===== src/rtl/core/bmp_rle_pixel_decoder_top_defines.svh =====
// Assertion macros for the BMP RLE pixel decoder.
// Used by the top level; the enclosing module must have clk and rst_n.
`ifndef BMP_RLE_PIXEL_DECODER_TOP_DEFINES_SVH
`define BMP_RLE_PIXEL_DECODER_TOP_DEFINES_SVH

// Same-cycle implication, checked while out of reset.
`define BMPRLE_ASSERT_SAME(label, ante, cons, msg) \
  label: assert property (@(posedge clk) disable iff (!rst_n) (ante) |-> (cons)) \
    else $error(msg);

// Next-cycle implication, checked while out of reset.
`define BMPRLE_ASSERT_NEXT(label, ante, cons, msg) \
  label: assert property (@(posedge clk) disable iff (!rst_n) (ante) |=> (cons)) \
    else $error(msg);

`endif


===== src/rtl/core/bmprle_pkg.sv =====
// Shared types and constants for the BMP RLE pixel decoder.
// No dependencies; the other files that use it refer to it by scoped names.
`default_nettype none

package bmprle_pkg;

  localparam int DIM_W       = 13;
  localparam int ADDR_W      = 24;
  localparam int RGB_W       = 24;
  localparam int BYTE_W      = 8;
  localparam int NIB_W       = 4;
  localparam int PAL_DEPTH   = 256;
  localparam int PAL_AW      = $clog2(PAL_DEPTH);
  localparam int QUEUE_DEPTH = 4;
  localparam int QPTR_W      = $clog2(QUEUE_DEPTH);
  localparam int CFG_IDX_W   = 2;

  // Second byte of an escape pair.
  localparam logic [BYTE_W-1:0] ESC_EOL   = 8'd0;
  localparam logic [BYTE_W-1:0] ESC_EOB   = 8'd1;
  localparam logic [BYTE_W-1:0] ESC_DELTA = 8'd2;

  typedef enum logic [1:0] {
    ACT_PAL   = 2'd0,
    ACT_BYTE  = 2'd1,
    ACT_FRAME = 2'd2
  } action_t;

  typedef enum logic [CFG_IDX_W-1:0] {
    CFG_MODE   = 2'd0,
    CFG_WIDTH  = 2'd1,
    CFG_HEIGHT = 2'd2
  } cfg_reg_t;

  typedef enum logic [2:0] {
    PH_FIRST  = 3'd0,
    PH_SECOND = 3'd1,
    PH_DX     = 3'd2,
    PH_DY     = 3'd3,
    PH_ABS    = 3'd4,
    PH_PAD    = 3'd5
  } phase_t;

  typedef enum logic [1:0] {
    Q_PAL  = 2'd0,
    Q_SEG  = 2'd1,
    Q_DONE = 2'd2
  } qkind_t;

  // One queue word from the parser to the palette stage.
  typedef struct packed {
    qkind_t              kind;
    logic [ADDR_W-1:0]   addr;
    logic [BYTE_W-1:0]   len;
    logic [PAL_AW-1:0]   idx_e;
    logic [PAL_AW-1:0]   idx_o;
    logic [RGB_W-1:0]    rgb;
  } qent_t;

  typedef struct packed {
    phase_t phase;
    logic   finished;
  } fstat_t;

endpackage

`default_nettype wire


===== src/rtl/core/bmprle_queue.sv =====
// Short word queue between the parser and the palette stage.
// Depends on bmprle_pkg for the word type and depth.
`default_nettype none

module bmprle_queue (
  input  logic               clk,
  input  logic               rst_n,
  input  logic               push,
  input  bmprle_pkg::qent_t  push_ent,
  input  logic               pop,
  output bmprle_pkg::qent_t  head,
  output logic               full,
  output logic               empty
);

  bmprle_pkg::qent_t                 words [bmprle_pkg::QUEUE_DEPTH];
  logic [bmprle_pkg::QPTR_W-1:0]     wr_r, wr_nxt;
  logic [bmprle_pkg::QPTR_W-1:0]     rd_r, rd_nxt;
  logic [bmprle_pkg::QPTR_W:0]       cnt_r, cnt_nxt;

  assign full  = (cnt_r == (bmprle_pkg::QPTR_W+1)'(bmprle_pkg::QUEUE_DEPTH));
  assign empty = (cnt_r == '0);
  assign head  = words[rd_r];

  always_comb begin
    wr_nxt  = push ? wr_r + 1'b1 : wr_r;
    rd_nxt  = pop ? rd_r + 1'b1 : rd_r;
    cnt_nxt = cnt_r + {{bmprle_pkg::QPTR_W{1'b0}}, push} - {{bmprle_pkg::QPTR_W{1'b0}}, pop};
  end

  always_ff @(posedge clk) begin
    if (push) begin
      words[wr_r] <= push_ent;
    end
  end

  always_ff @(posedge clk) begin
    if (!rst_n) begin
      wr_r  <= '0;
      rd_r  <= '0;
      cnt_r <= '0;
    end else begin
      wr_r  <= wr_nxt;
      rd_r  <= rd_nxt;
      cnt_r <= cnt_nxt;
    end
  end

endmodule

`default_nettype wire


===== config.mk =====
export PLATFORM = sky130hd
export DESIGN_NAME = bmprle_queue
export DESIGN_NICKNAME = d
export VERILOG_FILES = /design/src/rtl/core/bmp_rle_pixel_decoder_top_defines.svh /design/src/rtl/core/bmprle_pkg.sv /design/src/rtl/core/bmprle_queue.sv
export SDC_FILE = /design/constraint.sdc
export NUM_CORES = 1
export LEC_CHECK = 0
export BUFFER_PORTS_ARGS = -buffer_cell sky130_fd_sc_hd__buf_2
export CORE_ASPECT_RATIO = 0.9
export CORE_MARGIN = 3
export CORE_UTILIZATION = 25
export DETAILED_ROUTE_END_ITERATION = 10
export GPL_ROUTABILITY_DRIVEN = 0
export SLEW_MARGIN = 20
export SYNTH_ARGS = -nofsm -noshare
export SYNTH_HDL_FRONTEND = slang
export SYNTH_SLANG_ARGS = --single-unit

===== constraint.sdc =====
create_clock -name clk -period 2.7 [get_ports clk]
set_input_delay 0.405 -clock clk [delete_from_list [all_inputs] [get_ports clk]]
set_output_delay 0.405 -clock clk [all_outputs]
set_load 0.1 [all_outputs]

==> results of run 1 <==
## cell families (layout without fill, tap and decap cells)
group	after synthesis	count (layout)
AO/OA/AOI/OAI	2	2
buffers and inverters	23	232
AND/OR/NAND/NOR	14	14
multiplexers	75	75
flip-flops	305	305
XOR/XNOR	3	3
adder cells (fa/ha/maj)	7	7
## per-stage QoR
stage	utilization (%)	setup slack, ns	cell area, sq um	hold WS, ns	total power, mW
3_3_place_gp	29.3	0.637	12700	0.512	7.84
4_1_cts	31.8	0.0313	13800	0.0485	12.5
3_5_place_dp	29.3	0.628	12700	0.518	7.86
2_1_floorplan	-	0.00726	11100	0.499	7.43
5_1_grt	31.8	-0.00347	13800	0.0656	12.7
6_report	31.8	0.137	13800	0.0993	12.2
## final cells by class
class / count / area, sq um
Clock buffer: 42 / 945
Clock inverter: 17 / 149
Fill cell: 4185 / 29600
Inverter: 7 / 26.3
Multi-Input combinational cell: 101 / 1920
Sequential cell: 305 / 9080
Tap cell: 592 / 741
Timing Repair Buffer: 166 / 961
## flip-flops by register name, summed over array words and instances, names as in the netlist, named ones only
name,flops
rd_r,2
words,296
cnt_r,3
wr_r,2
## cell usage after synthesis, drive strengths merged
library cell and n:
mux4 74, a21oi 1, mux2i 1, fa 1, edfxtp 296, inv 7
and2 6, nand3b 1, nor3 1, dfxtp 9, ha 6, and3 1
a21bo 1, xnor2 2, buf 15, xor3 1, clkbuf 1, nor2 5
## layer usage
metal | vias to the layer above | wire length, um
li1 | 2209 | -
met5 | - | 17
met3 | 41 | 1310
met4 | 2 | 543
met2 | 130 | 10600
met1 | 2596 | 9760
## power groups by stage
stage	sequential [mW]	clock (mW)	combinational, mW
after detailed placement	5.61	0	2.25
after floorplan	5.59	0	1.84
final	5.51	4.50	2.22
after global placement	5.60	0	2.24
after global routing	5.53	4.89	2.32
after CTS	5.51	4.71	2.26
## timing repair
item,in CTS,in global routing
setup endpoints to repair,0,6
hold endpoints to repair,0,0
gates resized for setup,0,2
## worst max path at each step
stage	start	endpoint	slack [ns]	cells past startpoint
after detailed placement	flip-flop	head[54]	0.63	3
after CTS	flip-flop	head[54]	0.03	3
after global placement	flip-flop	head[34]	0.64	3
after floorplan	wr_r[0]	words[1][0]	0.007	2
final	flip-flop	head[70]	0.14	3
after global routing	flip-flop	head[14]	-0.003	3
==> impl_metrics.csv, run 1 <==
group,metric,value,unit
layout,final_common_cell,"edfxtp_1",
clocking,clk_pin_slew,0.06,ns
pwr,vdd_drop_max,0.000569,V
synth,ys_types,20,
synth,ys_seq_elements,305,
clocking,cts_tree,"yes",
critical_path,critPathMaxFanout,35,
die,core_area,0.0434,sq mm
synth,ys_seq_area_share,81.5,%
layout,finalNonFillerCells,1230,
global_route,gr-total-overflow,0,
synth,ys_top_cells_by_area,"edfxtp_1 80%, mux4_2 15%, dfxtp_1 1.6%, buf_6 0.71%, ha_1 0.67%",
pwr,seqPwrFrac,45.0,%
placed_design,place_hpwl,13600,um
route,wl_per_cell,18.1,um
route,wl,22200,um
global_route,busiest_layer,"met2",
pwr,p_sw_share,29.6,%
layout,diodes,0,
timing,slew_headroom,65.4,%
pwr,leakage,4.58,nW
critical_path,path_class,"reg2out",
clocking,post-cts-setup-buffer-count,0,
critical_path,rr_worst_depth,7,
critical_path,max_stage_delay,0.56,ns
die,start_util,25.6,%
flow_run,maxCapViolCount,0,
clocking,cts_made_buffers,34,
synth,synth_top_family_by_area,"multiplexers",
synth,synth_xor_area_share,0.371,%
synth,synth_top_area_share,79.9,%
placed_design,dp.cells,1171,
hold_path,holdCritStartpoint,"push_ent[26]",
pwr,p_int,8.61,mW
synth,syn-num-nets,514,
layout,area_growth,24.2,%
synth,synth_simple_gate_area_share,0.675,%
die,die-width,228,um
timing,fin_tns_setup,0,ns
route,drtPass1Iterations,4,
synth,synthCells,429,
pwr,powerDensity,886,mW/mm^2
timing,slew_violations,0,
die,num_rows,72,
global_route,met2_usage,15.1,%
clocking,htreeDepth,2,
pwr,p_comb_share,18.2,%
global_route,grt_pass1_wl,33600,um
critical_path,r2r-start,"cnt_r[0]",
synth,synthMuxAreaShare,15.1,%
critical_path,required,2.30,ns
layout,num-nets-final,700,
critical_path,critical_path.reg2reg.endpoint,"cnt_r[2]",
pwr,p_clk_share,36.8,%
clocking,cts_sinks,305,
timing,fin_crit,2.56,ns
synth,synth_area,0.0111,sq mm
layout,layout_common_cells,"296 x edfxtp_1, 152 x buf_2, 74 x mux4_2, 37 x clkbuf_16",
synth,yosysWarnings,0,
die,die_h,206,um
timing,worstMarginPinSlew,0.522,ns
global_route,grt_pass1_vias,5370,
layout,drive_above_1_share,46.4,%
critical_path,end_kind,"output pin",
global_route,met1_usage,12.4,%
clocking,cts_hold_buf,0,
timing,finalCritPeriodShare,94.9,%
hold_path,holdPathStages,1,
route,via_per_inst,4.05,
global_route,grt_max_degree,45,
placed_design,portBuffers,153,
hold_path,holdPathEnd,"words[2][26]",
synth,synth-compound-area-share,0.135,%
synth,synth_top_area_cell,"edfxtp_1",
die,ioPinCount,154,
timing,hold_viol,0,
critical_path,slowest_stage,"mux4_2",
clocking,clk_latency,0.51,ns
synth,avgSynthCellArea,25.9,sq um
global_route,track_usage,9.56,%
outcome,status,"finished, final reports clean",
clocking,ctsRootBufferMaster,"clkbuf_16",
global_route,met3_usage,2.98,%
route,initialDrtViolationCount,211,
die,dieArea,0.0471,sq mm
synth,synth_fa_ha_area_share,0.855,%
global_route,grt_antenna_before_repair,1,
route,ant_nets,0,
critical_path,cp_num_buf_inv,2,
timing,fmax,390,MHz
route,drcViolationCount,0,
critical_path,critPathArrivalTime,2.16,ns
pwr,switchingPower,3.62,mW
timing,setup_viol,0,
clocking,clockBufferDepth,3,
critical_path,reg2reg_slack,0.88,ns
hold_path,worstHoldPathType,"in2reg",
critical_path,startpoint_type,"flip-flop",
timing,fin_skew,0.00999,ns
critical_path,critPathTopFamily,"buffers and inverters",
critical_path,worstPathCellList,"buf_16 -> mux4_2 -> buf_2",
route,via_count,4978,
(Power assumes the default switching activity.)
==> run 2: changes to the inputs <==
- CORE_MARGIN: 3 -> unset
- clock period: 2.7 -> 2.3 ns (I/O delays scaled with it)
==> run 2 against run 1 <==
Compared with the run above: the flow now finishes with violations (setup timing); worst setup slack worse by 0.21 ns; sequential share of layout area is 4.7 points lower; clock power is 17% higher; core utilization is 2.4 points higher; first-iteration DRC count is 0.47% lower; via count is 3.9% higher; non-clock buffer count is 37 higher; wire length is 1.4% higher; global-route usage is 0.46 points higher; combinational power is 40% higher; clock-buffer cell count is 3 higher; design area is 7.6% higher; largest cell class unchanged.
==> impl_metrics.csv, run 2 (synthesis gave the netlist of run 1 again) <==
group,metric,value,unit
die,ioPinCount,154,
timing,rsz0062_at_grt,"yes",
critical_path,required,1.96,ns
layout,drive_above_1_share,45.9,%
route,drtPass1Iterations,4,
timing,hold_viol,0,
timing,fin_skew,0.0158,ns
pwr,powerDensity,996,mW/mm^2
die,core_area,0.0434,sq mm
timing,fmax,422,MHz
clocking,cts_sinks,305,
layout,largest_reg_flops,296,
die,dieArea,0.0453,sq mm
hold_path,worstHoldPathType,"in2reg",
critical_path,startpoint_type,"flip-flop",
route,wl_per_cell,17.8,um
layout,diodes,0,
layout,final_common_cell,"edfxtp_1",
timing,slew_violations,0,
global_route,gr-total-overflow,0,
timing,setup_viol,40,
clocking,cts_made_buffers,34,
clocking,clockBufferDepth,3,
timing,worstMarginPinSlew,0.533,ns
pwr,p_comb_share,20.9,%
route,wl,22500,um
clocking,ctsRootBufferMaster,"clkbuf_16",
placed_design,place_hpwl,12500,um
die,start_util,25.6,%
pwr,p_clk_share,35.5,%
die,die_h,202,um
layout,layout_common_cells,"296 x edfxtp_1, 80 x buf_2, 74 x mux4_2, 68 x buf_6, 39 x clkbuf_16",
outcome,status,"complete, but fails checks",
timing,slew_headroom,64.7,%
clocking,clk_pin_slew,0.06,ns
critical_path,critPathArrivalTime,2.02,ns
pwr,switchingPower,4.31,mW
pwr,p_sw_share,29.1,%
timing,fin_tns_setup,-1.56,ns
timing,layout_setup_ws,-0.0687,ns
layout,num-nets-final,737,
timing,fin_crit,2.37,ns
clocking,cts_tree,"yes",
outcome,violations,"setup timing",
pwr,seqPwrFrac,43.6,%
pwr,p_int,10.5,mW
clocking,clk_latency,0.53,ns
timing,finalCritPeriodShare,103,%
die,die-width,224,um
layout,area_growth,33.7,%
flow_run,maxCapViolCount,0,
layout,reg.largest.list,"words x296, cnt_r x3",
placed_design,portBuffers,153,
global_route,grt_pass1_vias,5685,
critical_path,path_class,"reg2out",
route,ant_nets,0,
route,drcViolationCount,0,
die,num_rows,72,
clocking,htreeDepth,2,
global_route,track_usage,10.0,%
critical_path,end_kind,"output pin",
global_route,grt_max_degree,40,
pwr,vdd_drop_max,0.000594,V
route,via_per_inst,4.08,
route,via_count,5172,
layout,top_register,"words",
global_route,grt_antenna_before_repair,2,
placed_design,dp_slack,0.345,ns
layout,nFillCells,4116,
critical_path,critPathMaxFanout,8,
pwr,leakage,4.99,nW
global_route,grt_pass1_wl,33600,um
route,initialDrtViolationCount,210,
## run 2: stage by stage
step                      utilization (%)  power (mW)  area [sq um]  std cells  hold WS, ns
after global routing                 34.2        15.4         14900       1268       0.0111
after CTS                            34.1        15.0         14800       1267     0.000643
after detailed placement             29.5        9.26         12800       1175        0.522
after global placement               29.5        9.23         12800       1175        0.520
final                                34.2        14.8         14900       1268       0.0378
after floorplan                         -        8.72         11100        429        0.444
## run 2: timing repair
action / in CTS / in global routing
setup endpoints to repair: 73 / 73
hold endpoints to repair: 82 / 0
pin swaps: 0 / 0
gates cloned: 3 / 2
hold buffers: 23 / 0
buffers inserted: 6 / 0
gates resized for setup: 158 / 12
## run 2: layout make-up
type / instances / area, sq um / area share [%]
timing repair buffer: 203 / 2020 / 13.6
tap: 592 / 741 / 4.98
multi-input combinational: 101 / 1920 / 12.9
inverter: 7 / 26.3 / 0.177
sequential: 305 / 9080 / 61.0
clock buffer: 45 / 956 / 6.43
clock inverter: 15 / 133 / 0.892
## run 2: worst max-delay path, stage by stage (launching register included)
cell,delay [ns]
dfxtp_4,0.42
buf_12,0.19
clkbuf_16,0.18
mux4_2,0.50
buf_6,0.20
## run 2: path summary, 6_finish.rpt
kind,from,end,slack [ns],cells past startpoint
min,push_ent[41],words[2][41],0.04,1
max reg2reg,cnt_r[0],cnt_r[2],0.49,7
min reg2reg,rd_r[1],flip-flop,0.53,2
max,flip-flop,head[12],-0.07,4
## run 2: power groups by stage
stage	registers [mW]	clock network, mW	logic, mW
after floorplan	6.56	0	2.16
after global placement	6.56	0	2.66
after detailed placement	6.57	0	2.68
after CTS	6.46	5.46	3.11
after global routing	6.48	5.66	3.23
final	6.46	5.26	3.10
## run 2: metal layers
layer  global-route usage [%]  vias to the layer above  routed length (um)
met5                        0                        -                  23
met4                     4.23                        4                 541
met3                     3.14                       41                1430
met2                     16.3                      144               11000
met1                     12.3                     2706                9520
li1                         -                     2277                   -
==> run 3: changes to the inputs <==
- CELL_PAD_IN_SITES_DETAIL_PLACEMENT: unset -> 0
- CELL_PAD_IN_SITES_GLOBAL_PLACEMENT: unset -> 2
- PLACE_DENSITY_LB_ADDON: unset -> 0.1
==> run 3 against run 2 <==
Compared with the run above: the flow still finishes with violations (setup timing); core utilization up 0.46 points; global-route usage is 1.5 points higher; flip-flop and latch count unchanged; combinational power up 3%; clock power fell by 1%; sequential power about the same; critical path type unchanged.
==> impl_metrics.csv, run 3 (synthesis gave the netlist of run 1 again) <==
group,metric,value,unit
global_route,track_usage,11.6,%
pwr,vdd_drop_max,0.000546,V
die,num_rows,72,
route,wl_per_cell,19.9,um
critical_path,reg2reg_slack,0.47,ns
clocking,clockBufferDepth,3,
critical_path,r2r-start,"cnt_r[0]",
critical_path,required,1.96,ns
timing,fmax,418,MHz
die,dieArea,0.0453,sq mm
critical_path,rr_worst_depth,7,
clocking,cts_sinks,305,
route,via_per_inst,4.09,
route,ant_nets,0,
critical_path,worstPathCellList,"buf_12 -> buf_4 -> clkbuf_16 -> mux4_2 -> buf_6",
layout,area_growth,35.5,%
hold_path,holdPathEnd,"words[0][42]",
hold_path,holdCritStartpoint,"push_ent[42]",
global_route,grt_pass1_vias,6047,
timing,setup_viol,59,
die,die_h,202,um
layout,top_register,"words",
outcome,violations,"setup timing",
clocking,ctsRootBufferMaster,"clkbuf_16",
critical_path,path_class,"reg2out",
timing,fin_skew,0.0186,ns
timing,slew_headroom,67.8,%
critical_path,startpoint_type,"flip-flop",
timing,slew_violations,0,
timing,hold_viol,0,
clocking,cts_tree,"yes",
timing,finalCritPeriodShare,104,%
critical_path,critPathArrivalTime,2.05,ns
global_route,grt_antenna_before_repair,1,
critical_path,end_kind,"output pin",
die,core_area,0.0434,sq mm
layout,final_util,34.7,%
route,initialDrtViolationCount,208,
die,die-width,224,um
outcome,status,"complete, but fails checks",
layout,drive_above_1_share,44.1,%
clocking,cts_made_buffers,35,
pwr,powerDensity,985,mW/mm^2
clocking,clk_pin_slew,0.06,ns
layout,final_common_cell,"edfxtp_1",
layout,largest_reg_flops,296,
global_route,gr-total-overflow,0,
layout,diodes,0,
critical_path,max_stage_delay,0.51,ns
placed_design,portBuffers,153,
timing,worstMarginPinSlew,0.487,ns
die,ioPinCount,154,
clocking,htreeDepth,2,
placed_design,place_area,0.0128,sq mm
hold_path,worstHoldPathType,"in2reg",
hold_path,holdPathStages,1,
flow_run,maxCapViolCount,0,
die,start_util,25.6,%
layout,num-nets-final,752,
critical_path,slowest_stage,"mux4_2",
global_route,grt_pass1_wl,38100,um
route,wl,25500,um
timing,timing.hold.ws,0.0385,ns
route,via_count,5255,
layout,layout_common_cells,"296 x edfxtp_1, 79 x buf_2, 74 x mux4_2, 62 x buf_6, 39 x dlygate4sd3_1",
layout,design_area,0.0151,sq mm
clocking,clk_latency,0.54,ns
layout,reg.largest.list,"words x296, cnt_r x3",
route,drtPass1Iterations,4,
pwr,power,14.8,mW
placed_design,dp_slack,0.339,ns
route,drcViolationCount,0,
pwr,leakage,5.05,nW
timing,rsz0062_at_grt,"yes",
placed_design,place_hpwl,13900,um
timing,fin_crit,2.39,ns
global_route,grt_max_degree,41,
critical_path,critical_path.reg2reg.endpoint,"cnt_r[2]",
critical_path,critPathMaxFanout,5,
timing,layout_setup_ws,-0.0910,ns
## run 3: how the worst max path moves through the flow
stage	from	end	slack (ns)	cells past startpoint
6_report	flip-flop	head[62]	-0.09	5
5_1_grt	flip-flop	head[22]	-0.17	5
4_1_cts	flip-flop	head[52]	-0.14	5
3_5_place_dp	pop	cnt_r[2]	0.34	7
3_3_place_gp	flip-flop	head[26]	0.35	3
2_1_floorplan	wr_r[0]	words[2][0]	0.40	3
## run 3: metal layers
layer  share of wire [%]  track usage (%)  routed length [um]  vias to the layer above
li1                    -                -                   -                     2316
met1                  43             14.5               10900                     2758
met2                  48             18.6               12300                      139
met3                 6.8             3.82                1740                       40
met4                 2.1             4.23                 541                        2
met5               0.067                0                  17                        -
## run 3: metrics by stage
stage | cells | setup TNS (ns)
final | 1284 | -3.01
after global routing | 1284 | -8.36
after CTS | 1281 | -5.92
after detailed placement | 1171 | 0
after global placement | 1171 | 0
after floorplan | 429 | 0
## run 3: area by class of cell
type	count	area (sq um)
clock buffer	45	923
clock inverter	17	139
fill	4141	28400
inverter	7	26.3
multi-input combinational	101	1920
sequential	305	9080
tap	592	741
timing repair buffer	217	2250
## run 3: power by group
part	switching [mW]	leakage (nW)	internal (mW)
clock network	2.12	0.515	3.06
registers	0.0702	2.79	6.39
logic	2.19	1.74	1.01
## run 3: repair_timing
action | CTS | global route
setup buffers | 4 | 2
pin swaps | 0 | 0
hold buffers | 39 | 0
endpoints found under the hold margin | 135 | 0
endpoints found under the setup margin | 74 | 74
resized for setup | 164 | 10
cloned | 5 | 1
## run 3: worst max-delay path: cells and delay by family (launching register included)
family | cells | cell delay (ns)
buffers and inverters | 4 | 0.64
muxes | 1 | 0.51
DFF | 1 | 0.37
