## config.mk

```make
export PLATFORM = sky130hd
export DESIGN_NAME = bmprle_front_flat
export DESIGN_NICKNAME = d
export VERILOG_FILES = /design/src/rtl/core/bmp_rle_pixel_decoder_top_defines.svh /design/src/rtl/core/bmprle_pkg.sv /design/src/rtl/core/bmprle_if.sv /design/src/rtl/core/bmprle_front.sv /design/src/flat_wrapper.sv
export SDC_FILE = /design/constraint.sdc
export NUM_CORES = 1
export LEC_CHECK = 0
export ABC_AREA = 1
export BUFFER_PORTS_ARGS = -buffer_cell sky130_fd_sc_hd__clkbuf_2
export CORE_ASPECT_RATIO = 1.4
export CORE_MARGIN = 4
export CORE_UTILIZATION = 65
export CTS_CLUSTER_DIAMETER = 200
export DETAILED_ROUTE_END_ITERATION = 8
export GPL_TIMING_DRIVEN = 0
export PLACE_DENSITY = 0.87
export SYNTH_ARGS = -nofsm -noshare
export SYNTH_HDL_FRONTEND = slang
export SYNTH_SLANG_ARGS = --single-unit
```

## constraint.sdc

```tcl
create_clock -name clk -period 24.6 [get_ports clk]
set_clock_uncertainty 0.1 [all_clocks]
set_input_delay 4.92 -clock clk [delete_from_list [all_inputs] [get_ports clk]]
set_output_delay 4.92 -clock clk [all_outputs]
set_load 0.05 [all_outputs]
```

## src/rtl/core/bmp_rle_pixel_decoder_top_defines.svh

```systemverilog
// Assertion macros for the BMP RLE pixel decoder.
// Used by the top level; the enclosing module must have clk and rst_n.
`ifndef BMP_RLE_PIXEL_DECODER_TOP_DEFINES_SVH
`define BMP_RLE_PIXEL_DECODER_TOP_DEFINES_SVH

// Same-cycle implication, checked while out of reset.
`define BMPRLE_ASSERT_SAME(label, ante, cons, msg) \
  label: assert property (@(posedge clk) disable iff (!rst_n) (ante) |-> (cons)) \
    else $error(msg);

// Next-cycle implication, checked while out of reset.
`define BMPRLE_ASSERT_NEXT(label, ante, cons, msg) \
  label: assert property (@(posedge clk) disable iff (!rst_n) (ante) |=> (cons)) \
    else $error(msg);

`endif

```

## src/rtl/core/bmprle_pkg.sv

```systemverilog
// Shared types and constants for the BMP RLE pixel decoder.
// No dependencies; the other files that use it refer to it by scoped names.
`default_nettype none

package bmprle_pkg;

  localparam int DIM_W       = 13;
  localparam int ADDR_W      = 24;
  localparam int RGB_W       = 24;
  localparam int BYTE_W      = 8;
  localparam int NIB_W       = 4;
  localparam int PAL_DEPTH   = 256;
  localparam int PAL_AW      = $clog2(PAL_DEPTH);
  localparam int QUEUE_DEPTH = 4;
  localparam int QPTR_W      = $clog2(QUEUE_DEPTH);
  localparam int CFG_IDX_W   = 2;

  // Second byte of an escape pair.
  localparam logic [BYTE_W-1:0] ESC_EOL   = 8'd0;
  localparam logic [BYTE_W-1:0] ESC_EOB   = 8'd1;
  localparam logic [BYTE_W-1:0] ESC_DELTA = 8'd2;

  typedef enum logic [1:0] {
    ACT_PAL   = 2'd0,
    ACT_BYTE  = 2'd1,
    ACT_FRAME = 2'd2
  } action_t;

  typedef enum logic [CFG_IDX_W-1:0] {
    CFG_MODE   = 2'd0,
    CFG_WIDTH  = 2'd1,
    CFG_HEIGHT = 2'd2
  } cfg_reg_t;

  typedef enum logic [2:0] {
    PH_FIRST  = 3'd0,
    PH_SECOND = 3'd1,
    PH_DX     = 3'd2,
    PH_DY     = 3'd3,
    PH_ABS    = 3'd4,
    PH_PAD    = 3'd5
  } phase_t;

  typedef enum logic [1:0] {
    Q_PAL  = 2'd0,
    Q_SEG  = 2'd1,
    Q_DONE = 2'd2
  } qkind_t;

  // One queue word from the parser to the palette stage.
  typedef struct packed {
    qkind_t              kind;
    logic [ADDR_W-1:0]   addr;
    logic [BYTE_W-1:0]   len;
    logic [PAL_AW-1:0]   idx_e;
    logic [PAL_AW-1:0]   idx_o;
    logic [RGB_W-1:0]    rgb;
  } qent_t;

  typedef struct packed {
    phase_t phase;
    logic   finished;
  } fstat_t;

endpackage

`default_nettype wire

```

## src/rtl/core/bmprle_if.sv

```systemverilog
// Channel interfaces of the BMP RLE pixel decoder: input, result and configuration.
// Depends on bmprle_pkg for field widths.
`default_nettype none

interface bmprle_in_if;
  logic                              valid;
  logic                              ready;
  logic [1:0]                        action;
  logic [bmprle_pkg::BYTE_W-1:0]     stream_byte;
  logic [bmprle_pkg::PAL_AW-1:0]     palette_index;
  logic [bmprle_pkg::RGB_W-1:0]      palette_rgb;

  modport source (output valid, action, stream_byte, palette_index, palette_rgb,
                  input ready);
  modport sink (input valid, action, stream_byte, palette_index, palette_rgb,
                output ready);
endinterface


interface bmprle_cfg_if;
  logic                                valid;
  logic                                ready;
  logic [bmprle_pkg::CFG_IDX_W-1:0]    index;
  logic [bmprle_pkg::DIM_W-1:0]        data;

  modport source (output valid, index, data, input ready);
  modport sink (input valid, index, data, output ready);
endinterface

`default_nettype wire

```

## src/rtl/core/bmprle_front.sv

```systemverilog
// Stream parser: configuration registers, pair/escape/absolute parsing and pixel addressing.
// Depends on bmprle_pkg and bmprle_if; pushes one word per result and per palette load into the queue.
`default_nettype none

module bmprle_front (
  input  logic                clk,
  input  logic                rst_n,
  bmprle_in_if.sink           in_if,
  bmprle_cfg_if.sink          cfg_if,
  input  logic                q_full,
  output logic                q_push,
  output bmprle_pkg::qent_t   q_ent,
  output bmprle_pkg::fstat_t  stat
);

  logic                               mode_r;
  logic [bmprle_pkg::DIM_W-1:0]       width_r;
  logic [bmprle_pkg::DIM_W-1:0]       height_r;

  bmprle_pkg::phase_t                 phase_r, phase_nxt;
  logic [bmprle_pkg::BYTE_W-1:0]      held_r, held_nxt;
  logic [bmprle_pkg::BYTE_W-1:0]      abs_r, abs_nxt;
  logic                               pad_r, pad_nxt;
  logic [bmprle_pkg::DIM_W-1:0]       col_r, col_nxt;
  logic [bmprle_pkg::DIM_W-1:0]       row_r, row_nxt;
  logic [bmprle_pkg::ADDR_W-1:0]      addr_r, addr_nxt;
  logic                               fin_r, fin_nxt;

  logic                               accept;
  logic                               pal_go;
  logic                               frame_go;
  logic                               byte_go;
  logic [bmprle_pkg::BYTE_W-1:0]      b;
  logic [bmprle_pkg::BYTE_W:0]        b_inc;
  logic [bmprle_pkg::PAL_AW-1:0]      hi_idx;
  logic [bmprle_pkg::PAL_AW-1:0]      lo_idx;
  logic [bmprle_pkg::BYTE_W-1:0]      abs_n;
  logic [bmprle_pkg::BYTE_W-1:0]      abs_rem;
  logic [bmprle_pkg::BYTE_W-1:0]      seg_len;

  logic [bmprle_pkg::DIM_W:0]         mv_row_ext;
  logic [bmprle_pkg::DIM_W-1:0]       mv_col;
  logic [2*bmprle_pkg::DIM_W-1:0]     mv_prod;
  logic [bmprle_pkg::ADDR_W-1:0]      mv_addr;
  logic                               mv_end;

  assign in_if.ready  = !q_full;
  assign cfg_if.ready = 1'b1;

  assign accept   = in_if.valid && !q_full;
  assign pal_go   = accept && (in_if.action == bmprle_pkg::ACT_PAL);
  assign frame_go = accept && (in_if.action == bmprle_pkg::ACT_FRAME);
  assign byte_go  = accept && (in_if.action == bmprle_pkg::ACT_BYTE) && !fin_r;
  assign b        = in_if.stream_byte;
  assign b_inc    = {1'b0, b} + 9'd1;

  // In RLE4 the high nibble colors even pixels and the low nibble odd pixels.
  assign hi_idx = mode_r ? {{(bmprle_pkg::PAL_AW-bmprle_pkg::NIB_W){1'b0}},
                            b[bmprle_pkg::BYTE_W-1 -: bmprle_pkg::NIB_W]} : b;
  assign lo_idx = mode_r ? {{(bmprle_pkg::PAL_AW-bmprle_pkg::NIB_W){1'b0}},
                            b[bmprle_pkg::NIB_W-1:0]} : b;

  assign abs_n   = mode_r ? ((abs_r >= 8'd2) ? 8'd2 : abs_r) : 8'd1;
  assign abs_rem = abs_r - abs_n;
  assign seg_len = (phase_r == bmprle_pkg::PH_ABS) ? abs_n : held_r;

  // New position for end of line and delta; the end test uses the unwrapped row.
  always_comb begin
    if (phase_r == bmprle_pkg::PH_DY) begin
      mv_col     = col_r + {5'b0, held_r};
      mv_row_ext = {1'b0, row_r} + {6'b0, b};
    end else begin
      mv_col     = '0;
      mv_row_ext = {1'b0, row_r} + 14'd1;
    end
  end

  assign mv_prod = {13'b0, mv_row_ext[bmprle_pkg::DIM_W-1:0]} * {13'b0, width_r};
  assign mv_addr = mv_prod[bmprle_pkg::ADDR_W-1:0] + {11'b0, mv_col};
  assign mv_end  = mv_row_ext >= {1'b0, height_r};

  // Parse phase transitions.
  always_comb begin
    phase_nxt = phase_r;
    if (frame_go) begin
      phase_nxt = bmprle_pkg::PH_FIRST;
    end else if (byte_go) begin
      case (phase_r)
        bmprle_pkg::PH_FIRST: begin
          phase_nxt = bmprle_pkg::PH_SECOND;
        end
        bmprle_pkg::PH_SECOND: begin
          if (held_r != 8'd0) begin
            phase_nxt = bmprle_pkg::PH_FIRST;
          end else if (b == bmprle_pkg::ESC_EOL || b == bmprle_pkg::ESC_EOB) begin
            phase_nxt = bmprle_pkg::PH_FIRST;
          end else if (b == bmprle_pkg::ESC_DELTA) begin
            phase_nxt = bmprle_pkg::PH_DX;
          end else begin
            phase_nxt = bmprle_pkg::PH_ABS;
          end
        end
        bmprle_pkg::PH_DX: begin
          phase_nxt = bmprle_pkg::PH_DY;
        end
        bmprle_pkg::PH_DY: begin
          phase_nxt = bmprle_pkg::PH_FIRST;
        end
        bmprle_pkg::PH_ABS: begin
          if (abs_rem == 8'd0) begin
            phase_nxt = pad_r ? bmprle_pkg::PH_PAD : bmprle_pkg::PH_FIRST;
          end
        end
        default: begin
          phase_nxt = bmprle_pkg::PH_FIRST;
        end
      endcase
    end
  end

  // Position state and queue words.
  always_comb begin
    held_nxt = held_r;
    abs_nxt  = abs_r;
    pad_nxt  = pad_r;
    col_nxt  = col_r;
    row_nxt  = row_r;
    addr_nxt = addr_r;
    fin_nxt  = fin_r;
    q_push   = 1'b0;
    q_ent    = '0;
    if (pal_go) begin
      q_push      = 1'b1;
      q_ent.kind  = bmprle_pkg::Q_PAL;
      q_ent.idx_e = in_if.palette_index;
      q_ent.rgb   = in_if.palette_rgb;
    end else if (frame_go) begin
      held_nxt = '0;
      abs_nxt  = '0;
      pad_nxt  = 1'b0;
      col_nxt  = '0;
      row_nxt  = '0;
      addr_nxt = '0;
      fin_nxt  = 1'b0;
    end else if (byte_go) begin
      case (phase_r)
        bmprle_pkg::PH_FIRST, bmprle_pkg::PH_DX: begin
          held_nxt = b;
        end
        bmprle_pkg::PH_SECOND, bmprle_pkg::PH_ABS: begin
          if (phase_r == bmprle_pkg::PH_ABS || held_r != 8'd0) begin
            q_push      = 1'b1;
            q_ent.kind  = bmprle_pkg::Q_SEG;
            q_ent.addr  = addr_r;
            q_ent.len   = seg_len;
            q_ent.idx_e = hi_idx;
            q_ent.idx_o = lo_idx;
            addr_nxt    = addr_r + {16'b0, seg_len};
            col_nxt     = col_r + {5'b0, seg_len};
            if (phase_r == bmprle_pkg::PH_ABS) begin
              abs_nxt = abs_rem;
            end
          end else if (b == bmprle_pkg::ESC_EOL) begin
            col_nxt  = mv_col;
            row_nxt  = mv_row_ext[bmprle_pkg::DIM_W-1:0];
            addr_nxt = mv_addr;
            if (mv_end) begin
              fin_nxt    = 1'b1;
              q_push     = 1'b1;
              q_ent.kind = bmprle_pkg::Q_DONE;
              q_ent.addr = mv_addr;
            end
          end else if (b == bmprle_pkg::ESC_EOB) begin
            fin_nxt    = 1'b1;
            q_push     = 1'b1;
            q_ent.kind = bmprle_pkg::Q_DONE;
            q_ent.addr = addr_r;
          end else if (b != bmprle_pkg::ESC_DELTA) begin
            abs_nxt = b;
            pad_nxt = mode_r ? b_inc[1] : b[0];
          end
        end
        bmprle_pkg::PH_DY: begin
          col_nxt  = mv_col;
          row_nxt  = mv_row_ext[bmprle_pkg::DIM_W-1:0];
          addr_nxt = mv_addr;
          if (mv_end) begin
            fin_nxt    = 1'b1;
            q_push     = 1'b1;
            q_ent.kind = bmprle_pkg::Q_DONE;
            q_ent.addr = mv_addr;
          end
        end
        bmprle_pkg::PH_PAD: begin
          pad_nxt = 1'b0;
        end
        default: begin
        end
      endcase
    end
  end

  always_ff @(posedge clk) begin
    if (!rst_n) begin
      mode_r   <= 1'b0;
      width_r  <= 13'd1;
      height_r <= 13'd1;
    end else if (cfg_if.valid) begin
      case (cfg_if.index)
        bmprle_pkg::CFG_MODE:   mode_r   <= cfg_if.data[0];
        bmprle_pkg::CFG_WIDTH:  width_r  <= cfg_if.data;
        bmprle_pkg::CFG_HEIGHT: height_r <= cfg_if.data;
        default: begin
        end
      endcase
    end
  end

  always_ff @(posedge clk) begin
    if (!rst_n) begin
      phase_r <= bmprle_pkg::PH_FIRST;
      held_r  <= '0;
      abs_r   <= '0;
      pad_r   <= 1'b0;
      col_r   <= '0;
      row_r   <= '0;
      addr_r  <= '0;
      fin_r   <= 1'b0;
    end else begin
      phase_r <= phase_nxt;
      held_r  <= held_nxt;
      abs_r   <= abs_nxt;
      pad_r   <= pad_nxt;
      col_r   <= col_nxt;
      row_r   <= row_nxt;
      addr_r  <= addr_nxt;
      fin_r   <= fin_nxt;
    end
  end

  assign stat.phase    = phase_r;
  assign stat.finished = fin_r;

endmodule

`default_nettype wire

```

## src/flat_wrapper.sv

```systemverilog
// flat-port wrapper written by rule: the top's interface ports become plain ports
module bmprle_front_flat 
  (clk, rst_n, q_full, q_push, q_ent, stat, in_if_valid, in_if_action, in_if_stream_byte, in_if_palette_index, in_if_palette_rgb, in_if_ready, cfg_if_valid, cfg_if_index, cfg_if_data, cfg_if_ready);
  bmprle_in_if in_if_i ();
  bmprle_cfg_if cfg_if_i ();
  input  logic clk;
  input  logic rst_n;
  input  logic q_full;
  output logic q_push;
  output bmprle_pkg::qent_t q_ent;
  output bmprle_pkg::fstat_t stat;
  input wire logic [$bits(in_if_i.valid)-1:0] in_if_valid;
  input wire logic [$bits(in_if_i.action)-1:0] in_if_action;
  input wire logic [$bits(in_if_i.stream_byte)-1:0] in_if_stream_byte;
  input wire logic [$bits(in_if_i.palette_index)-1:0] in_if_palette_index;
  input wire logic [$bits(in_if_i.palette_rgb)-1:0] in_if_palette_rgb;
  output wire logic [$bits(in_if_i.ready)-1:0] in_if_ready;
  input wire logic [$bits(cfg_if_i.valid)-1:0] cfg_if_valid;
  input wire logic [$bits(cfg_if_i.index)-1:0] cfg_if_index;
  input wire logic [$bits(cfg_if_i.data)-1:0] cfg_if_data;
  output wire logic [$bits(cfg_if_i.ready)-1:0] cfg_if_ready;
  assign in_if_i.valid = in_if_valid;
  assign in_if_i.action = in_if_action;
  assign in_if_i.stream_byte = in_if_stream_byte;
  assign in_if_i.palette_index = in_if_palette_index;
  assign in_if_i.palette_rgb = in_if_palette_rgb;
  assign in_if_ready = in_if_i.ready;
  assign cfg_if_i.valid = cfg_if_valid;
  assign cfg_if_i.index = cfg_if_index;
  assign cfg_if_i.data = cfg_if_data;
  assign cfg_if_ready = cfg_if_i.ready;
  bmprle_front u_core (.clk(clk), .rst_n(rst_n), .in_if(in_if_i), .cfg_if(cfg_if_i), .q_full(q_full), .q_push(q_push), .q_ent(q_ent), .stat(stat));
endmodule
```

==> qor.tcl, run 1 <==
set qor(drive_above_1_share_pct) 8.80
set qor(via_count) 14883
set qor(syn_area_per_cell_um2) 6.71
set qor(initial_standard_cell_utilization_of_the_core_pct) 66.2
set qor(setup.worst_path.start_class) {input port}
set qor(critPathMostFrequentCell) {sky130_fd_sc_hd__fa_1}
set qor(synth_most_common_cell) {sky130_fd_sc_hd__nand2_1}
set qor(grt_util_all_layers_pct) 37.4
set qor(routed_wire_length_um) 45400
set qor(maxcap_viol_count) 0
set qor(average_wire_per_standard_cell_um) 18.0
set qor(remaining_drc_errors) 0
set qor(cellLeakagePower_nw) 7.98
set qor(place_area_um2) 15100
set qor(tritoncts) {yes}
set qor(ys_async_sr_fraction_pct) 0
set qor(ys_seq_area_share_pct) 13.9
set qor(stdcell_area_um2) 15500
set qor(design.final.nets) 2587
set qor(grt_max_degree) 20
set qor(setup_ws_ps) 6350
set qor(worst-slew-pin-transition_ps) 1100
set qor(numPortBuffers) 141
set qor(synth_cells) 2100
set qor(r2r_slack_ps) 15330
set qor(cts_root_buf) {sky130_fd_sc_hd__clkbuf_16}
set qor(holdBufCountCts) 0
set qor(timing.setup.tns_ps) 0
set qor(synth_largest_area_cell) {sky130_fd_sc_hd__fa_1}
set qor(report.final.hold_viol_count) 0
set qor(setup_viol) 0
set qor(critical_path_peak_fanout) 9
set qor(number_of_enable_type_register_cells_in_the_synthesized_netlist) 0
set qor(cts_setup_buffers) 0
set qor(post_drt_via_cell_ratio) 5.90
set qor(diodes) 0
set qor(fmaxAchievable_mhz) 54.8
set qor(drt_first_pass_iters) 8
set qor(cts_buffer_depth) 2
set qor(timing.critical_path.to_type) {primary output}
set qor(path_class) {in -> out}
set qor(timing.hold.worst_path_depth) 2
set qor(r2r-end) {u_core.addr_r[15]$_SDFFE_PN0P_}
set qor(netlist_top_cells_area) {sky130_fd_sc_hd__fa_1 19%, sky130_fd_sc_hd__dfxtp_1 14%, sky130_fd_sc_hd__nand2_1 13%, sky130_fd_sc_hd__ha_1 12%, sky130_fd_sc_hd__inv_1 9.7%}
set qor(syn_area_um2) 14100
set qor(die_area_um2) 24100
set qor(number_of_violations_reported_at_the_end_of_detailed_routing_iteration_0) 1897
set qor(reg2reg_depth) 33
set qor(fill_cells) 1815
set qor(place_worst_setup_slack_ps) 6560
set qor(power.density_nw_per_um2) 26.0
set qor(rsz0062_at_grt) {no}
set qor(fin_crit_sh_pct) 74.2
set qor(critPathArrivalTime_ps) 13230
set qor(clk_latency_ps) 370
set qor(maxSlewHeadroom_pct) 26.7
set qor(hold_class) {reg -> reg}
set qor(ir_worst_vdd_v) 0.0000384
set qor(timing.hold.worst_endpoint) {u_core.pad_r$_SDFFE_PN0P_}
set qor(status) {complete, no violations}
set qor(cpPeakStageDelay_ps) 850
set qor(num_rows) 63
set qor(ys_types) 50
set qor(timing.critical_path.required_ps) 19580
set qor(final-max-slew-violation-count) 0
set qor(fp.coreArea_um2) 21300
set qor(global_route_wire_length_before_repair_um) 72700
set qor(antenna_found_initial) 0
set qor(die-width_um) 132
set qor(clk_transition_reported_paths_ps) 80
set qor(post-layout-total-power_w) 0.000402
set qor(hold_slack_ps) 358
set qor(first_global_vias) 14701
set qor(commonest_cells_in_the_netlist) {487 x sky130_fd_sc_hd__nand2_1, 364 x sky130_fd_sc_hd__inv_1, 224 x sky130_fd_sc_hd__nor2_1}
set qor(synth-warning-count) 0
set qor(die-height_um) 182
set qor(clock_sinks) 98
set qor(postSynth.topFlopCell) {sky130_fd_sc_hd__dfxtp_1}
set qor(yosys.area.top_type_share_pct) 19.0
set qor(gpl.final_weighted_congestion) 1.01
set qor(slowest_stage) {sky130_fd_sc_hd__xor2_1}
set qor(final_antenna_net_count) 0
set qor(cts_htree_levels) 3
set qor(crit-reg2reg-launch) {u_core.phase_r[0]$_SDFFE_PP0P_}
set qor(timing.hold.worst.start) {u_core.pad_r$_SDFFE_PN0P_}
set qor(cts-buffers-inserted) 9
set qor(grt_overflow) 0
set qor(synthToLayoutAreaGrowth_pct) 9.74
set qor(synth.ff_latch_count) 98
set qor(detailed_place_hpwl_um) 37000
set qor(boundaryPins) 143
set qor(final.min_clock_period_ps) 18250
set qor(cts_repair_resize_count) 0
-- kinds of logic (layout without fill, tap and decap cells) --
group,count (synthesis),after routing,synth area share [%]
flip-flops,98,98,13.9
AO/OA/AOI/OAI,393,393,15.3
AND/OR/NAND/NOR,859,859,25.0
other,1,6,0.0266
buffers and inverters,436,593,12.0
XOR/XNOR,45,45,2.80
adder cells (fa/ha/maj),268,268,31.0
-- critical path, delay by kind of cell --
kind / cells / cell delay (ps)
buffers and inverters: 8 / 1330
xor gates and xnor gates: 1 / 850
AOI/OAI and AO/OA: 3 / 930
adders and majority gates: 9 / 3600
and+or+nand+nor: 14 / 1580
-- routing by layer --
layer	part of all wire (%)	track usage, %	wire length (um)
met2	49	64.2	22100
met3	8.1	4.50	3660
met4	6.6	22.9	2990
met1	37	44.7	16600
met5	0	0	0
-- where the power goes --
part           internal [W]  leakage [nW]  switching (W)   total, W
registers          0.000162         0.793     0.00000304   0.000165
clock network     0.0000824         0.155      0.0000764   0.000159
logic             0.0000223          7.03      0.0000562  0.0000785
total              0.000266          7.98       0.000136   0.000402
-- state kept, by name (all words and copies together), names as in the netlist --
signal	count
u_core.addr_r	24
u_core.col_r	13
u_core.height_r	13
u_core.row_r	13
u_core.width_r	13
u_core.abs_r	8
u_core.held_r	8
u_core.phase_r	3
u_core.fin_r	1
u_core.mode_r	1
u_core.pad_r	1
-- area by class of cell --
class                      instances  area [um2]  share of cell area, %
multi-input combinational       1571       10500                   67.6
inverter                         380        1430                   9.23
timing repair buffer             141         706                   4.57
sequential                        98        1960                   12.7
tap                              260         325                   2.11
clock buffer                       9         225                   1.46
buffer                            56         259                   1.68
clock inverter                     7        96.3                  0.623
-- worst max-delay path by stage --
stage,start,to,slack [ps],cells past startpoint
2_1_floorplan,in_if_stream_byte[0],q_ent[69],7710,30
3_3_place_gp,in_if_stream_byte[0],q_ent[71],6650,35
3_5_place_dp,in_if_stream_byte[0],q_ent[71],6560,35
4_1_cts,in_if_stream_byte[0],q_ent[71],6560,35
5_1_grt,in_if_stream_byte[0],q_ent[71],5970,35
6_report,in_if_stream_byte[0],q_ent[71],6350,35
-- placed cells by master, fill, tap and decap left out, types with 5 or more instances in the layout --
cell type,count
sky130_fd_sc_hd__inv_2,7
sky130_fd_sc_hd__fa_1,134
sky130_fd_sc_hd__clkbuf_2,141
sky130_fd_sc_hd__nor4_1,5
sky130_fd_sc_hd__inv_1,364
sky130_fd_sc_hd__nand2_1,487
sky130_fd_sc_hd__nand4_1,24
sky130_fd_sc_hd__xnor2_1,11
sky130_fd_sc_hd__dfxtp_1,98
sky130_fd_sc_hd__buf_2,7
sky130_fd_sc_hd__clkbuf_1,41
sky130_fd_sc_hd__or2_2,11
sky130_fd_sc_hd__clkbuf_16,9
sky130_fd_sc_hd__nor2_1,224
sky130_fd_sc_hd__xor2_1,34
sky130_fd_sc_hd__conb_1,6
sky130_fd_sc_hd__nand3_1,73
sky130_fd_sc_hd__clkinv_1,9
sky130_fd_sc_hd__ha_1,134
sky130_fd_sc_hd__a21oi_1,188
sky130_fd_sc_hd__o21a_1,6
sky130_fd_sc_hd__o22ai_1,8
sky130_fd_sc_hd__o21ai_0,125
sky130_fd_sc_hd__nor3_1,20
sky130_fd_sc_hd__a31oi_1,11
sky130_fd_sc_hd__o21bai_1,5
sky130_fd_sc_hd__o211ai_1,34
-- through the flow --
stage	instances	utilization, %
2_1_floorplan	2105	-
3_3_place_gp	2506	71.1
3_5_place_dp	2506	71.1
4_1_cts	2522	72.6
5_1_grt	2522	72.6
6_report	2522	72.6
Note: power is estimated with default switching activity, not from simulation.
==> inputs of run 2 (changes only) <==
--- a/config.mk
+++ b/config.mk
@@ -9,11 +9,11 @@
 export BUFFER_PORTS_ARGS = -buffer_cell sky130_fd_sc_hd__clkbuf_2
 export CORE_ASPECT_RATIO = 1.4
 export CORE_MARGIN = 4
-export CORE_UTILIZATION = 65
+export CORE_UTILIZATION = 62
 export CTS_CLUSTER_DIAMETER = 200
 export DETAILED_ROUTE_END_ITERATION = 8
 export GPL_TIMING_DRIVEN = 0
-export PLACE_DENSITY = 0.87
+export PLACE_DENSITY = 0.83
 export SYNTH_ARGS = -nofsm -noshare
 export SYNTH_HDL_FRONTEND = slang
 export SYNTH_SLANG_ARGS = --single-unit
==> constraint.sdc (replaced) <==
create_clock -name clk -period 19 [get_ports clk]
set_clock_uncertainty 0.1 [all_clocks]
set_input_delay 3.8 -clock clk [delete_from_list [all_inputs] [get_ports clk]]
set_output_delay 3.8 -clock clk [all_outputs]
set_load 0.05 [all_outputs]
==> run 2 against run 1 <==
Compared with the run above: critical path depth stayed put; via count decreased by 1.1%; combinational power up 27%; largest power group unchanged; sequential share of layout area hardly changed; non-clock buffer count did not move; register-to-register slack worse by 5600 ps; die area increased by 4.6%; flip-flop and latch count unchanged; clock-buffer cell count unchanged; clock power increased by 21%; cell count is 1.6% higher; routed wire length is 0.62% lower.
==> qor.tcl, run 2 (synthesis gave the netlist of run 1 again) <==
set qor(largest_reg_flops) 24 ;# unchanged
set qor(slowest_stage) {sky130_fd_sc_hd__xor2_1}
set qor(crit-reg2reg-launch) {u_core.phase_r[0]$_SDFFE_PP0P_}
set qor(grt_max_degree) 21 ;# +5.0%
set qor(fmaxAchievable_mhz) 62.7
set qor(cellLeakagePower_nw) 7.97 ;# about the same
set qor(final-max-slew-violation-count) 0 ;# unchanged
set qor(r2r_slack_ps) 9760 ;# -5570 ps
set qor(timing.setup.tns_ps) 0 ;# unchanged
set qor(num_rows) 65 ;# +3.2%
set qor(synthToLayoutAreaGrowth_pct) 9.98
set qor(stdcell_count) 2563 ;# +1.6%
set qor(reg2reg_depth) 33 ;# unchanged
set qor(setup_viol) 0 ;# unchanged
set qor(fin_crit_sh_pct) 83.9
set qor(cts_buffer_depth) 2 ;# unchanged
set qor(power.density_nw_per_um2) 32.6 ;# +25%
set qor(maxSlewHeadroom_pct) 21.9 ;# -4.8 points
set qor(cts_htree_levels) 3 ;# unchanged
set qor(first_global_vias) 14301 ;# -2.7%
set qor(ir_worst_vdd_v) 0.0000538 ;# +40%
set qor(layout_common_cells) {487 x sky130_fd_sc_hd__nand2_1, 364 x sky130_fd_sc_hd__inv_1, 224 x sky130_fd_sc_hd__nor2_1, 188 x sky130_fd_sc_hd__a21oi_1, 141 x sky130_fd_sc_hd__clkbuf_2}
set qor(cts_root_buf) {sky130_fd_sc_hd__clkbuf_16}
set qor(design.final.nets) 2587 ;# unchanged
set qor(global_route_wire_length_before_repair_um) 70800 ;# -2.6%
set qor(timing.hold.worst.start) {u_core.pad_r$_SDFFE_PN0P_}
set qor(remaining_drc_errors) 0 ;# unchanged
set qor(gpl.final_weighted_congestion) 0.990 ;# -1.5%
set qor(rsz0062_at_grt) {no}
set qor(drive_above_1_share_pct) 8.80 ;# unchanged
set qor(clk_transition_reported_paths_ps) 70 ;# about the same
set qor(critPathArrivalTime_ps) 12040 ;# -1190 ps
set qor(dp_cells) 2547 ;# +1.6%
set qor(post-layout-total-power_w) 0.000505 ;# +26%
set qor(max_flop_register) {u_core.addr_r}
set qor(grt_overflow) 0 ;# unchanged
set qor(layout_commonest_cell) {sky130_fd_sc_hd__nand2_1}
set qor(critPathMostFrequentCell) {sky130_fd_sc_hd__fa_1}
set qor(detailed_place_hpwl_um) 37300 ;# +0.75%
set qor(path_class) {in -> out}
set qor(number_of_violations_reported_at_the_end_of_detailed_routing_iteration_0) 1247 ;# -34%
set qor(initial_standard_cell_utilization_of_the_core_pct) 62.7 ;# -3.4 points
set qor(report.final.hold_viol_count) 0 ;# unchanged
set qor(timing.hold.worst_path_depth) 2 ;# unchanged
set qor(cts_repair_resize_count) 0 ;# unchanged
set qor(maxcap_viol_count) 0 ;# unchanged
set qor(final_antenna_net_count) 0 ;# unchanged
set qor(die-height_um) 186 ;# +2.3%
set qor(cpPeakStageDelay_ps) 820 ;# -30 ps
set qor(final.min_clock_period_ps) 15940
set qor(timing.critical_path.to_type) {primary output}
set qor(antenna_found_initial) 0 ;# unchanged
set qor(setup.worst_path.end) {q_ent[71]}
set qor(holdBufCountCts) 0 ;# unchanged
set qor(average_wire_per_standard_cell_um) 17.6 ;# -2.2%
set qor(clock_sinks) 98 ;# unchanged
set qor(cts-buffers-inserted) 9 ;# unchanged
set qor(cts_setup_buffers) 0 ;# unchanged
set qor(r2r-end) {u_core.addr_r[17]$_SDFFE_PN0P_}
set qor(clk_latency_ps) 370 ;# about the same
set qor(via_count) 14720 ;# -1.1%
set qor(boundaryPins) 143 ;# unchanged
set qor(numPortBuffers) 141 ;# unchanged
set qor(sequential_cell_area_um2) 1960 ;# unchanged
set qor(cp-startpoint) {in_if_stream_byte[0]}
set qor(routed_wire_length_um) 45100 ;# -0.62%
set qor(die_area_um2) 25200 ;# +4.6%
set qor(fill_cells) 2077 ;# +14%
set qor(drt_first_pass_iters) 6 ;# -2
set qor(tritoncts) {yes}
set qor(critical_path_peak_fanout) 9 ;# unchanged
set qor(grt_util_all_layers_pct) 34.9 ;# -2.5 points
set qor(diodes) 0 ;# unchanged
set qor(setup.worst_path.start_class) {input port}
set qor(hold_class) {reg -> reg}
set qor(status) {complete, no violations}
set qor(multiInputGateArea_um2) 10500 ;# unchanged
set qor(timing.critical_path.required_ps) 15100 ;# -4480 ps
set qor(die-width_um) 135 ;# +2.2%
set qor(fp.coreArea_um2) 22400 ;# +5.5%
set qor(worst-slew-pin-transition_ps) 1160 ;# +67.7 ps
set qor(post_drt_via_cell_ratio) 5.74 ;# -2.7%
## run 2: cell types whose count changed in the layout (fill, tap and decap cells not counted), sizes merged
| cell | delta |
|---|---|
| clkinvlp | -1 |
| clkinv | +2 |
| bufinv | -1 |
## run 2: report_power, final
| group | total [W] | internal [W] | switching (W) |
|---|---|---|---|
| Sequential | 0.000213 | 0.000209 | 0.00000393 |
| Clock | 0.000192 | 0.0000943 | 0.0000981 |
| Combinational | 0.0000995 | 0.0000287 | 0.0000708 |
## run 2: critical path: cells and delay by family
family / cells / cell delay [ps]
AOI/OAI and AO/OA: 3 / 920
adders and majority gates: 9 / 3700
and+or+nand+nor: 14 / 1580
xor gates and xnor gates: 1 / 820
buffers and inverters: 8 / 1210
## run 2: per-stage QoR
| stage | utilization (%) | hold WS (ps) | worst slack [ps] | area [um2] |
|---|---|---|---|---|
| global placement | 67.6 | 334 | 3220 | 15200 |
| global route | 69.0 | 384 | 2600 | 15500 |
| CTS | 69.0 | 357 | 3170 | 15500 |
| finish | 69.0 | 356 | 3060 | 15500 |
| floorplan | - | 324 | 4350 | 14100 |
| detailed placement | 67.6 | 346 | 3180 | 15200 |
## run 2: area by class of cell
class                           instances  share of cell area (%)
Multi-Input combinational cell       1571                    67.5
Sequential cell                        98                    12.7
Inverter                              380                    9.21
Timing Repair Buffer                  141                    4.56
Tap cell                              301                    2.43
Buffer                                 56                    1.67
Clock buffer                            9                    1.45
Clock inverter                          7                   0.509
## run 2: how the worst min path moves through the flow
stage                                end  slack, ps
3_3_place_gp   u_core.pad_r$_SDFFE_PN0P_        330
6_report       u_core.pad_r$_SDFFE_PN0P_        360
3_5_place_dp   u_core.pad_r$_SDFFE_PN0P_        350
5_1_grt        u_core.pad_r$_SDFFE_PN0P_        380
2_1_floorplan  u_core.pad_r$_SDFFE_PN0P_        320
4_1_cts        u_core.pad_r$_SDFFE_PN0P_        360
## run 2: layer usage
metal	GRT usage [%]	vias up	share of wire [%]
li1	-	6981	-
met1	41.6	6910	37
met2	61.4	673	50
met3	3.91	156	6.6
met4	17.9	0	5.7
met5	0	-	0
